File: config.mk
export PLATFORM = sky130hd
export DESIGN_NAME = button_click_classifier_unit
export DESIGN_NICKNAME = d
export VERILOG_FILES = /design/src/design/bcc_pkg.sv /design/src/design/button_click_classifier_unit.sv
export SDC_FILE = /design/constraint.sdc
export NUM_CORES = 1
export LEC_CHECK = 0
export ABC_AREA = 0
export ABC_CLOCK_PERIOD_IN_PS = 2400
export BUFFER_PORTS_ARGS = -buffer_cell sky130_fd_sc_hd__buf_2
export CORE_UTILIZATION = 54
export CTS_CLUSTER_DIAMETER = 50
export DETAILED_ROUTE_END_ITERATION = 8
export GPL_TIMING_DRIVEN = 1
export PLACE_DENSITY = 0.73
export SETUP_SLACK_MARGIN = 0.02
export SYNTH_ARGS = -nofsm -noshare
export SYNTH_HDL_FRONTEND = slang
export SYNTH_SLANG_ARGS = --single-unit
export TNS_END_PERCENT = 100
File: constraint.sdc
create_clock -name clk -period 2.4 [get_ports clk]
set_input_delay 0.36 -clock clk [delete_from_list [all_inputs] [get_ports clk]]
set_output_delay 0.36 -clock clk [all_outputs]
set_load 0.005 [all_outputs]
File: src/design/bcc_pkg.sv
package bcc_pkg;

  // click machine states, one-hot
  typedef enum logic [6:0] {
    ST_WAIT_PUSH      = 7'b0000001,
    ST_WAIT_RELEASE   = 7'b0000010,
    ST_WAIT_SECOND    = 7'b0000100,
    ST_WAIT_SECOND_UP = 7'b0001000,
    ST_DOUBLE_DELAY   = 7'b0010000,
    ST_TIMEOUT        = 7'b0100000,
    ST_WAIT_FINAL_UP  = 7'b1000000
  } click_state_t;

  localparam int unsigned WINDOW_W = 8;
  localparam int unsigned COUNT_W  = WINDOW_W + 1;

  // event flags of one result
  typedef struct packed {
    logic push;
    logic release_ev;
    logic long_ev;
    logic double_ev;
    logic irq;
  } click_events_t;

endpackage

File: src/design/button_click_classifier_unit.sv
// channel  | direction | handshake             | payload
// ---------+-----------+-----------------------+---------------------------------------------
// in_      | input     | in_valid / in_ready   | in_switch_level
// out_     | output    | out_valid / out_ready | out_ev_push, out_ev_release, out_ev_long,
//          |           |                       | out_ev_double, out_irq_pulse
// cfg_     | input     | cfg_wr_en             | cfg_wr_data (click window)
//
// one tick per transaction: the state update is a single pass of compare and count logic, so
// a new transaction is taken every cycle in_ready is high, its result in the next cycle.
// rst_n is synchronous, active low; it clears the state machine, counters, window register
// and the output valid.
// the output register frees in the cycle it is taken, so in_ready only drops while a result
// waits and out_ready is low.
module button_click_classifier_unit #(
  parameter int unsigned DEBOUNCE_TICKS = 8
) (
  input  logic                         clk,
  input  logic                         rst_n,
  input  logic                         in_valid,
  output logic                         in_ready,
  input  logic                         in_switch_level,
  output logic                         out_valid,
  input  logic                         out_ready,
  output logic                         out_ev_push,
  output logic                         out_ev_release,
  output logic                         out_ev_long,
  output logic                         out_ev_double,
  output logic                         out_irq_pulse,
  input  logic                         cfg_wr_en,
  input  logic [bcc_pkg::WINDOW_W-1:0] cfg_wr_data
);

  localparam int unsigned BW = $clog2(DEBOUNCE_TICKS + 1);
  localparam logic [BW-1:0] DT_B = BW'(DEBOUNCE_TICKS);

  bcc_pkg::click_state_t state_r, state_nxt;
  logic [BW-1:0] bounce_r, bounce_nxt;
  logic filt_r, filt_nxt;
  logic [bcc_pkg::COUNT_W-1:0] window_cnt_r, window_cnt_nxt;
  logic [bcc_pkg::COUNT_W-1:0] lockout_cnt_r, lockout_cnt_nxt;
  logic [bcc_pkg::WINDOW_W-1:0] click_window_r;
  bcc_pkg::click_events_t ev_nxt, ev_r;
  logic out_valid_r;

  logic in_fire;
  logic expire;
  logic [BW-1:0] bounce_s;
  logic filt_s;
  logic [bcc_pkg::COUNT_W-1:0] window_ext;

  assign in_ready = !out_valid_r || out_ready;
  assign in_fire  = in_valid && in_ready;

  // debounce step on the raw level
  always_comb begin
    bounce_s = bounce_r;
    filt_s   = filt_r;
    if (!in_switch_level) begin
      if (bounce_r >= DT_B) begin
        bounce_s = DT_B;
        filt_s   = 1'b1;
      end else begin
        bounce_s = bounce_r + BW'(1);
      end
    end else begin
      if (bounce_r == '0) begin
        filt_s = 1'b0;
      end else begin
        bounce_s = bounce_r - BW'(1);
      end
    end
  end

  assign window_ext = {1'b0, click_window_r};
  assign expire     = window_cnt_r > window_ext;

  // click state machine for one tick
  always_comb begin
    bcc_pkg::click_state_t st;
    st              = state_r;
    bounce_nxt      = bounce_r;
    filt_nxt        = filt_r;
    window_cnt_nxt  = window_cnt_r;
    lockout_cnt_nxt = lockout_cnt_r;
    ev_nxt          = '0;
    state_nxt       = state_r;

    if (expire) begin
      st = bcc_pkg::ST_TIMEOUT;
    end else begin
      window_cnt_nxt = window_cnt_r + bcc_pkg::COUNT_W'(1);
    end

    unique case (st)
      bcc_pkg::ST_WAIT_RELEASE: begin
        bounce_nxt = bounce_s;
        filt_nxt   = filt_s;
        if (!filt_s) state_nxt = bcc_pkg::ST_WAIT_SECOND;
      end
      bcc_pkg::ST_WAIT_SECOND: begin
        bounce_nxt = bounce_s;
        filt_nxt   = filt_s;
        if (filt_s) state_nxt = bcc_pkg::ST_WAIT_SECOND_UP;
      end
      bcc_pkg::ST_WAIT_SECOND_UP: begin
        bounce_nxt = bounce_s;
        filt_nxt   = filt_s;
        if (!filt_s) begin
          window_cnt_nxt   = '0;
          lockout_cnt_nxt  = '0;
          state_nxt        = bcc_pkg::ST_DOUBLE_DELAY;
          ev_nxt.double_ev = 1'b1;
          ev_nxt.irq       = 1'b1;
        end
      end
      bcc_pkg::ST_DOUBLE_DELAY: begin
        // switch not sampled during lockout
        window_cnt_nxt = '0;
        if (lockout_cnt_r > window_ext) begin
          state_nxt = bcc_pkg::ST_WAIT_PUSH;
        end else begin
          lockout_cnt_nxt = lockout_cnt_r + bcc_pkg::COUNT_W'(1);
        end
      end
      bcc_pkg::ST_TIMEOUT: begin
        bounce_nxt     = bounce_s;
        filt_nxt       = filt_s;
        window_cnt_nxt = '0;
        ev_nxt.push    = 1'b1;
        ev_nxt.irq     = 1'b1;
        if (filt_s) begin
          state_nxt      = bcc_pkg::ST_WAIT_FINAL_UP;
          ev_nxt.long_ev = (click_window_r != '0);
        end else begin
          state_nxt         = bcc_pkg::ST_WAIT_PUSH;
          ev_nxt.release_ev = 1'b1;
        end
      end
      bcc_pkg::ST_WAIT_FINAL_UP: begin
        bounce_nxt     = bounce_s;
        filt_nxt       = filt_s;
        window_cnt_nxt = '0;
        if (!filt_s) begin
          ev_nxt.release_ev = 1'b1;
          ev_nxt.irq        = 1'b1;
          state_nxt         = bcc_pkg::ST_WAIT_PUSH;
        end
      end
      default: begin
        // wait for push, also covers any stray code
        bounce_nxt     = bounce_s;
        filt_nxt       = filt_s;
        window_cnt_nxt = '0;
        state_nxt      = filt_s ? bcc_pkg::ST_WAIT_RELEASE : bcc_pkg::ST_WAIT_PUSH;
      end
    endcase
  end

  // state and configuration registers
  always_ff @(posedge clk) begin
    if (!rst_n) begin
      state_r        <= bcc_pkg::ST_WAIT_PUSH;
      bounce_r       <= '0;
      filt_r         <= 1'b0;
      window_cnt_r   <= '0;
      lockout_cnt_r  <= '0;
      click_window_r <= '0;
    end else begin
      if (cfg_wr_en) click_window_r <= cfg_wr_data;
      if (in_fire) begin
        state_r       <= state_nxt;
        bounce_r      <= bounce_nxt;
        filt_r        <= filt_nxt;
        window_cnt_r  <= window_cnt_nxt;
        lockout_cnt_r <= lockout_cnt_nxt;
      end
    end
  end

  // output valid
  always_ff @(posedge clk) begin
    if (!rst_n) begin
      out_valid_r <= 1'b0;
    end else if (in_ready) begin
      out_valid_r <= in_valid;
    end
  end

  // result payload
  always_ff @(posedge clk) begin
    if (in_fire) ev_r <= ev_nxt;
  end

  assign out_valid      = out_valid_r;
  assign out_ev_push    = ev_r.push;
  assign out_ev_release = ev_r.release_ev;
  assign out_ev_long    = ev_r.long_ev;
  assign out_ev_double  = ev_r.double_ev;
  assign out_irq_pulse  = ev_r.irq;

  // interrupt tracks the event flags
  a_irq_matches: assert property (@(posedge clk) disable iff (!rst_n)
    out_valid_r |-> (ev_r.irq == (ev_r.push || ev_r.release_ev || ev_r.long_ev ||
                                  ev_r.double_ev)))
    else $error("irq does not match event flags");

  // a double push never comes with a timeout report
  a_double_alone: assert property (@(posedge clk) disable iff (!rst_n)
    out_valid_r && ev_r.double_ev |-> !ev_r.push && !ev_r.release_ev && !ev_r.long_ev)
    else $error("double push reported with other events");

  // debounce counter stays within its limit
  a_bounce_range: assert property (@(posedge clk) disable iff (!rst_n)
    bounce_r <= DT_B)
    else $error("debounce counter out of range");

  // the window is idle while waiting for a push or during lockout
  a_window_idle: assert property (@(posedge clk) disable iff (!rst_n)
    (state_r == bcc_pkg::ST_WAIT_PUSH || state_r == bcc_pkg::ST_DOUBLE_DELAY)
      |-> window_cnt_r == '0)
    else $error("window counter running in idle state");

  // every accepted transaction yields a result next cycle
  a_result_follows: assert property (@(posedge clk) disable iff (!rst_n)
    in_fire |=> out_valid_r)
    else $error("accepted transaction produced no result");

endmodule
[After elaboration in Yosys (flattened, before gate mapping)]
Index checks and enable logic that the tools add are counted.
Storage, ports and cells
  memory bits (read-only): 0
  output and inout bits: 7
  bits of input ports: 14
  RAM bits: 0
  memories kept: 0
  logic and storage cells: 71
  bits in registers: 44
  latch bits: 0
Cells by class
  add/sub/neg operators: 4
  bitwise logic cells: 1
  order comparisons: 3
  reduce and logical (&&, ||, !) cells: 13
  div/mod/pow operators: 0
  mux-type cells: 25
  $mul: 0
  shifts and indexed selects: 0
  equal/unequal tests: 13
Operator list (count)
  2-to-1 mux 7 bit: 7
  one-hot mux 7 bit (6 select lines): 1
  2-to-1 mux 9 bit: 4
  one-hot mux 9 bit (2 select lines): 2
  adder 9 x 1 -> 9 bit (second input constant): 2
  > comparator 9 x 8 -> 1 bit: 2
  != test 2 bit (second input constant): 7
  2-to-1 mux 4 bit: 3
  nonzero test 8 bit: 1
  == test 7 x 2 -> 1 bit (second input constant): 1
  == test 7 x 3 -> 1 bit (second input constant): 1
  == test 7 x 4 -> 1 bit (second input constant): 1
  == test 7 x 5 -> 1 bit (second input constant): 1
  == test 7 x 6 -> 1 bit (second input constant): 1
  == test 7 bit (second input constant): 1
  AND reduction 6 bit: 1
  2-to-1 mux 1 bit: 5
  adder 4 x 1 -> 4 bit (second input constant): 1
  greater-or-equal comparator 4 bit (second input constant): 1
  logical NOT 4 bit: 1
  2-to-1 mux 2 bit: 2
  AND reduction 2 bit: 2
  AND reduction 4 bit: 1
  OR reduction 2 bit: 2
  other kinds (8): 8

[Longest topological paths before layout]
  depth after elaboration: 5
  mapped depth: 11
  mapped depth without buffers: 10

[Worst setup path after synthesis]
OpenSTA, ideal clock, no wires.
  path type: register to register
  from: reg click_window_r[7] (netlist bit)
  to: reg lockout_cnt_r[8] (netlist bit)
  required time: 2284 ps
  data arrival time: 2449 ps
  setup time: 116 ps
  buffers on the path: 1
  period minus slack after synthesis: 2565 ps
  setup slack: -165 ps
  stages on the path, launching flop included: 12
  cell sequence: dfxtp_1 -> inv_1 -> ha_1 -> a211oi_2 -> nand2_1 -> a2111oi_2 -> or2_1 -> buf_6 -> inv_4 -> or4b_4 -> nand2_4 -> nor2_2
On the way
  word-level cells in the longest chain between the ends: 5
  elaborated cells on any way between the ends: 10
  classes of those cells: 2 x order compare; 4 x eq/ne; 2 x mux; 2 x reduce/logical
Ends and longest elaborated chain
  start: declaration: RTL line button_click_classifier_unit.sv:41  | logic [bcc_pkg::WINDOW_W-1:0] click_window_r;
  start signal: assignment: RTL line button_click_classifier_unit.sv:169  | if (cfg_wr_en) click_window_r <= cfg_wr_data;
  > comparator 9 x 8 -> 1 bit: RTL line button_click_classifier_unit.sv:75  | assign expire = window_cnt_r > window_ext;
  2-to-1 mux 7 bit: RTL line button_click_classifier_unit.sv:88  | if (expire) begin
  == test 7 x 5 -> 1 bit or == test 7 x 4 -> 1 bit (tied branches): RTL line button_click_classifier_unit.sv:94  | unique case (st)
  != test 2 bit (no source line) or nonzero test 2 bit (tied branches)
  AND reduction 4 bit (no source line)
  end signal: assignment: RTL line button_click_classifier_unit.sv:175  | lockout_cnt_r <= lockout_cnt_nxt;
  end: declaration: RTL line button_click_classifier_unit.sv:40  | logic [bcc_pkg::COUNT_W-1:0] lockout_cnt_r, lockout_cnt_nxt;
Several ways; a longest one is shown, not always the timed one.
A chain may end at the register's enable or synchronous reset.

[Final worst setup path]
  from: reg click_window_r[4] (netlist bit)
  to: reg bounce_r[0]
On the way
  word-level cells in the longest chain between the ends: 5
Ends and longest elaborated chain
  > comparator 9 x 8 -> 1 bit: RTL line button_click_classifier_unit.sv:75
  2-to-1 mux 7 bit: RTL line button_click_classifier_unit.sv:88
  == test 7 x 5 -> 1 bit: RTL line button_click_classifier_unit.sv:94
  NOT 1 bit (no source line)
  AND reduction 3 bit (no source line)
  end signal: assignment: RTL line button_click_classifier_unit.sv:172  | bounce_r <= bounce_nxt;
  end: declaration: RTL line button_click_classifier_unit.sv:37  | logic [BW-1:0] bounce_r, bounce_nxt;
No other way between the ends.

==> impl_metrics.json <==
{
  "status": "complete, but fails checks",
  "violations": "negative setup slack",
  "finalCritPeriodShare": 1.01,
  "syn_to_final_growth_pct": 24.6,
  "track_usage": 0.254,
  "yosys.area_share.simple": 0.262,
  "worstPathArrival_ns": 2.61,
  "wl_per_cell_microns": 16.0,
  "cts_hold_buf": 0,
  "ys_types": 63,
  "clkPwrFrac": 0.379,
  "clockBufferDepth": 2,
  "ir_worst_vdd_uv": 368,
  "antenna_found_initial": 0,
  "start_util": 0.582,
  "power_density_nw_per_um2": 551,
  "p_switching_w": 0.000474,
  "routed_wl_microns": 6360,
  "slew_viol_final": 0,
  "synthesis.nets": 333,
  "async_flop_share": 0,
  "synth_top_family_by_area": "simple AND/OR/NAND/NOR gates",
  "synth_compound_area_frac": 0.155,
  "hold_path.class": "in -> reg",
  "min-delay-start": "cfg_wr_data[5]",
  "critical_path.endpoint_type": "register",
  "drv_cap": 0,
  "worst_pin_slew_ns": 0.524,
  "crit_path_start": "click_window_r[4]",
  "final_nets": 379,
  "synthAdderAreaFrac": 0.0954,
  "place_ws_ns": -0.0434,
  "grt_first_pass_wirelength_microns": 10200,
  "io_pins": 21,
  "synth_area_sq_um": 2620,
  "clk_latency_ns": 0.30,
  "fill_cells": 333,
  "total_power_w": 0.00180,
  "fmax_ghz": 0.414,
  "clk_pin_slew_ns": 0.08,
  "p_leak_nw": 1.35,
  "final_cell_area_sq_um": 3270,
  "synth_mux_area_frac": 0.0544,
  "crit_end": "bounce_r[0]",
  "cts_buffers": 5,
  "synth_edf_count": 5,
  "netlist_instances": 299,
  "cts.sinks": 43,
  "fin_util": 0.726,
  "grt-ovfl-total": 0,
  "dpl_cell_area_sq_um": 2950,
  "die_x_microns": 71.7,
  "cts_tree": "done",
  "root_buffer": "clkbuf_8",
  "seqCellArea_sq_um": 918,
  "synth_warnings": 0,
  "switching_share": 0.264,
  "setup_tns_ns": -0.0177,
  "r2r_setup_slack_ns": -0.02,
  "synth_xor_xnor_area_share": 0.0367,
  "vias_per_cell": 5.92,
  "yosysTopAreaCell": "dfxtp_1",
  "fp.dieH_microns": 71.7,
  "drc": 0,
  "post-dp-hpwl_microns": 4450,
  "post-route-min-period_ns": 2.42,
  "die_area_sq_um": 5140,
  "yosys_register_bits": 43,
  "yosysTopAreaCellShare": 0.290,
  "drive_gt1_frac": 0.306,
  "h-tree-depth": 2,
  "worst_r2r_startpoint": "click_window_r[4]",
  "route.met2.wl_microns": 3160,
  "routedLengthMet1_microns": 2810,
  "cp-start-kind": "register",
  "cellInternalPower_w": 0.00133,
  "first_global_vias": 2229,
  "grt_max_degree": 26,
  "dr.pass1.iters": 4,
  "vias": 2357,
  "reg2reg_depth": 10,
  "rows": 24,
  "maxSlewHeadroom": 0.650,
  "portBuffers": 20,
  "highest_layer": "met4",
  "routabilityCongestion": 0.845,
  "ys.flop_type": "dfxtp_1",
  "power_frac_comb": 0.192,
  "grt_setup_unrepaired": "true",
  "core_area_sq_um": 4500,
  "synth_area_per_cell_sq_um": 8.77,
  "drt-initial-drc-count": 169,
  "synth-seq-area-share": 0.347,
  "hold_viol": 0,
  "cp_max_fo": 5,
  "p_seq_frac": 0.429,
  "crit_type": "reg -> reg",
  "synth.area.top_cells": "dfxtp_1 (29%), ha_1 (9.5%), edfxtp_1 (5.7%), mux2i_1 (4.6%), nand3_1 (3.6%)",
  "antenna_cells": 0,
  "skew_ns": 0.00990,
  "r2r_end": "bounce_r[0]",
  "final.setup.worst_slack_ns": -0.0177,
  "routed-wl-met3_microns": 348,
  "setup_viol": 1,
  "required_ns": 2.59,
  "multiInputGateArea_sq_um": 1750,
  "ant_nets": 0
}
[through the flow]
step           hold slack [ns]  instances
3_5_place_dp             0.503        387
6_report                 0.313        398
4_1_cts                  0.319        397
5_1_grt                  0.327        398
3_3_place_gp             0.493        387
2_1_floorplan            0.463        299
[registers in the layout, indices dropped and copies added (netlist names)]
name / cells
lockout_cnt_r: 9
window_cnt_r: 9
click_window_r: 8
state_r: 6
bounce_r: 4
filt_r: 1
out_ev_double: 1
out_ev_long: 1
out_ev_push: 1
out_ev_release: 1
out_irq_pulse: 1
out_valid: 1
[Yosys cell counts, types with 2 or more instances]
master / number
a211oi_1: 2
a21o_1: 3
a21oi_1: 12
a21oi_2: 3
a31oi_1: 3
and2_1: 3
and3_1: 7
clkbuf_1: 8
dfxtp_1: 38
edfxtp_1: 5
ha_1: 20
inv_1: 19
mux2i_1: 12
nand2_1: 18
nand2b_1: 3
nand3_1: 19
nand4_1: 5
nor2_1: 17
nor2_2: 4
nor2b_1: 14
nor3_1: 10
nor3b_1: 2
nor4_1: 5
o21ai_0: 8
o21ai_1: 3
o21bai_1: 2
o221a_2: 2
o22ai_2: 2
o31a_1: 2
or2_1: 2
or3_1: 5
xnor2_1: 7
xor2_1: 4
[layout make-up]
| class | instances | area share |
|---|---|---|
| multi-input cells | 225 | 0.534 |
| clock buffers | 5 | 0.0211 |
| well taps | 52 | 0.0199 |
| repair buffers | 50 | 0.0995 |
| flip-flops and latches | 43 | 0.281 |
| clock inverters | 3 | 0.0207 |
| inverters | 20 | 0.0237 |
[cell usage in the layout, fill, tap and decap left out, types with 4 or more instances in the layout]
cell type / Yosys / routed
a21oi_1: 12 / 11
a21oi_2: 3 / 4
and3_1: 7 / 7
buf_2: 1 / 20
buf_4: 0 / 30
clkbuf_8: 0 / 5
dfxtp_1: 38 / 34
edfxtp_1: 5 / 5
ha_1: 20 / 16
inv_1: 19 / 18
mux2i_1: 12 / 12
nand2_1: 18 / 15
nand3_1: 19 / 19
nand4_1: 5 / 5
nor2_1: 17 / 15
nor2_2: 4 / 6
nor2b_1: 14 / 14
nor3_1: 10 / 8
nor4_1: 5 / 4
o21ai_0: 8 / 8
xnor2_1: 7 / 7
xor2_1: 4 / 4
[critical path, cell delays in order, from the launching register on]
cell and delay (ns):
dfxtp_1 0.33, inv_1 0.06, ha_1 0.33, nand4_1 0.17
o22ai_2 0.26, a2111oi_4 0.06, buf_4 0.15, o21ai_1 0.36
buf_4 0.22, a21oi_1 0.07, o31a_1 0.30
[cell families (layout without fill, tap and decap cells)]
| kind of cell | Yosys count | count (layout) |
|---|---|---|
| and+or+nand+nor | 124 | 124 |
| AOI/OAI and AO/OA | 56 | 56 |
| DFF | 43 | 43 |
| buffers and inverters | 31 | 78 |
| adders and majority gates | 20 | 20 |
| muxes | 14 | 14 |
| xor gates and xnor gates | 11 | 11 |
[worst min-delay path by stage]
stage                        end  cells after the start  slack, ns
2_1_floorplan   lockout_cnt_r[8]                      2       0.46
3_3_place_gp          state_r[1]                      2       0.49
3_5_place_dp          state_r[1]                      2       0.50
4_1_cts        click_window_r[5]                      3       0.32
5_1_grt        click_window_r[1]                      3       0.33
6_report       click_window_r[5]                      3       0.31
[power by group through the flow]
stage | Clock (W) | Sequential (W) | Combinational (W)
floorplan | 0 | 0.000788 | 0.000198
global placement | 0 | 0.000788 | 0.000298
detailed placement | 0 | 0.000789 | 0.000304
CTS | 0.000686 | 0.000773 | 0.000320
global route | 0.000710 | 0.000775 | 0.000375
finish | 0.000683 | 0.000772 | 0.000346
[what timing repair did]
item | CTS | global route
pin swaps | 6 | 18
buffers inserted | 2 | 1
resized for setup | 10 | 23
endpoints found under the hold margin | 0 | 0
gates cloned | 0 | 0
setup endpoints to repair | 18 | 28
[per-layer routing]
layer / vias up / global-route usage
met5: - / 0
met4: 0 / 0.0850
li1: 1182 / -
met3: 5 / 0.0436
met1: 1093 / 0.328
met2: 77 / 0.432
No activity file was read; power rests on OpenSTA's default activity.
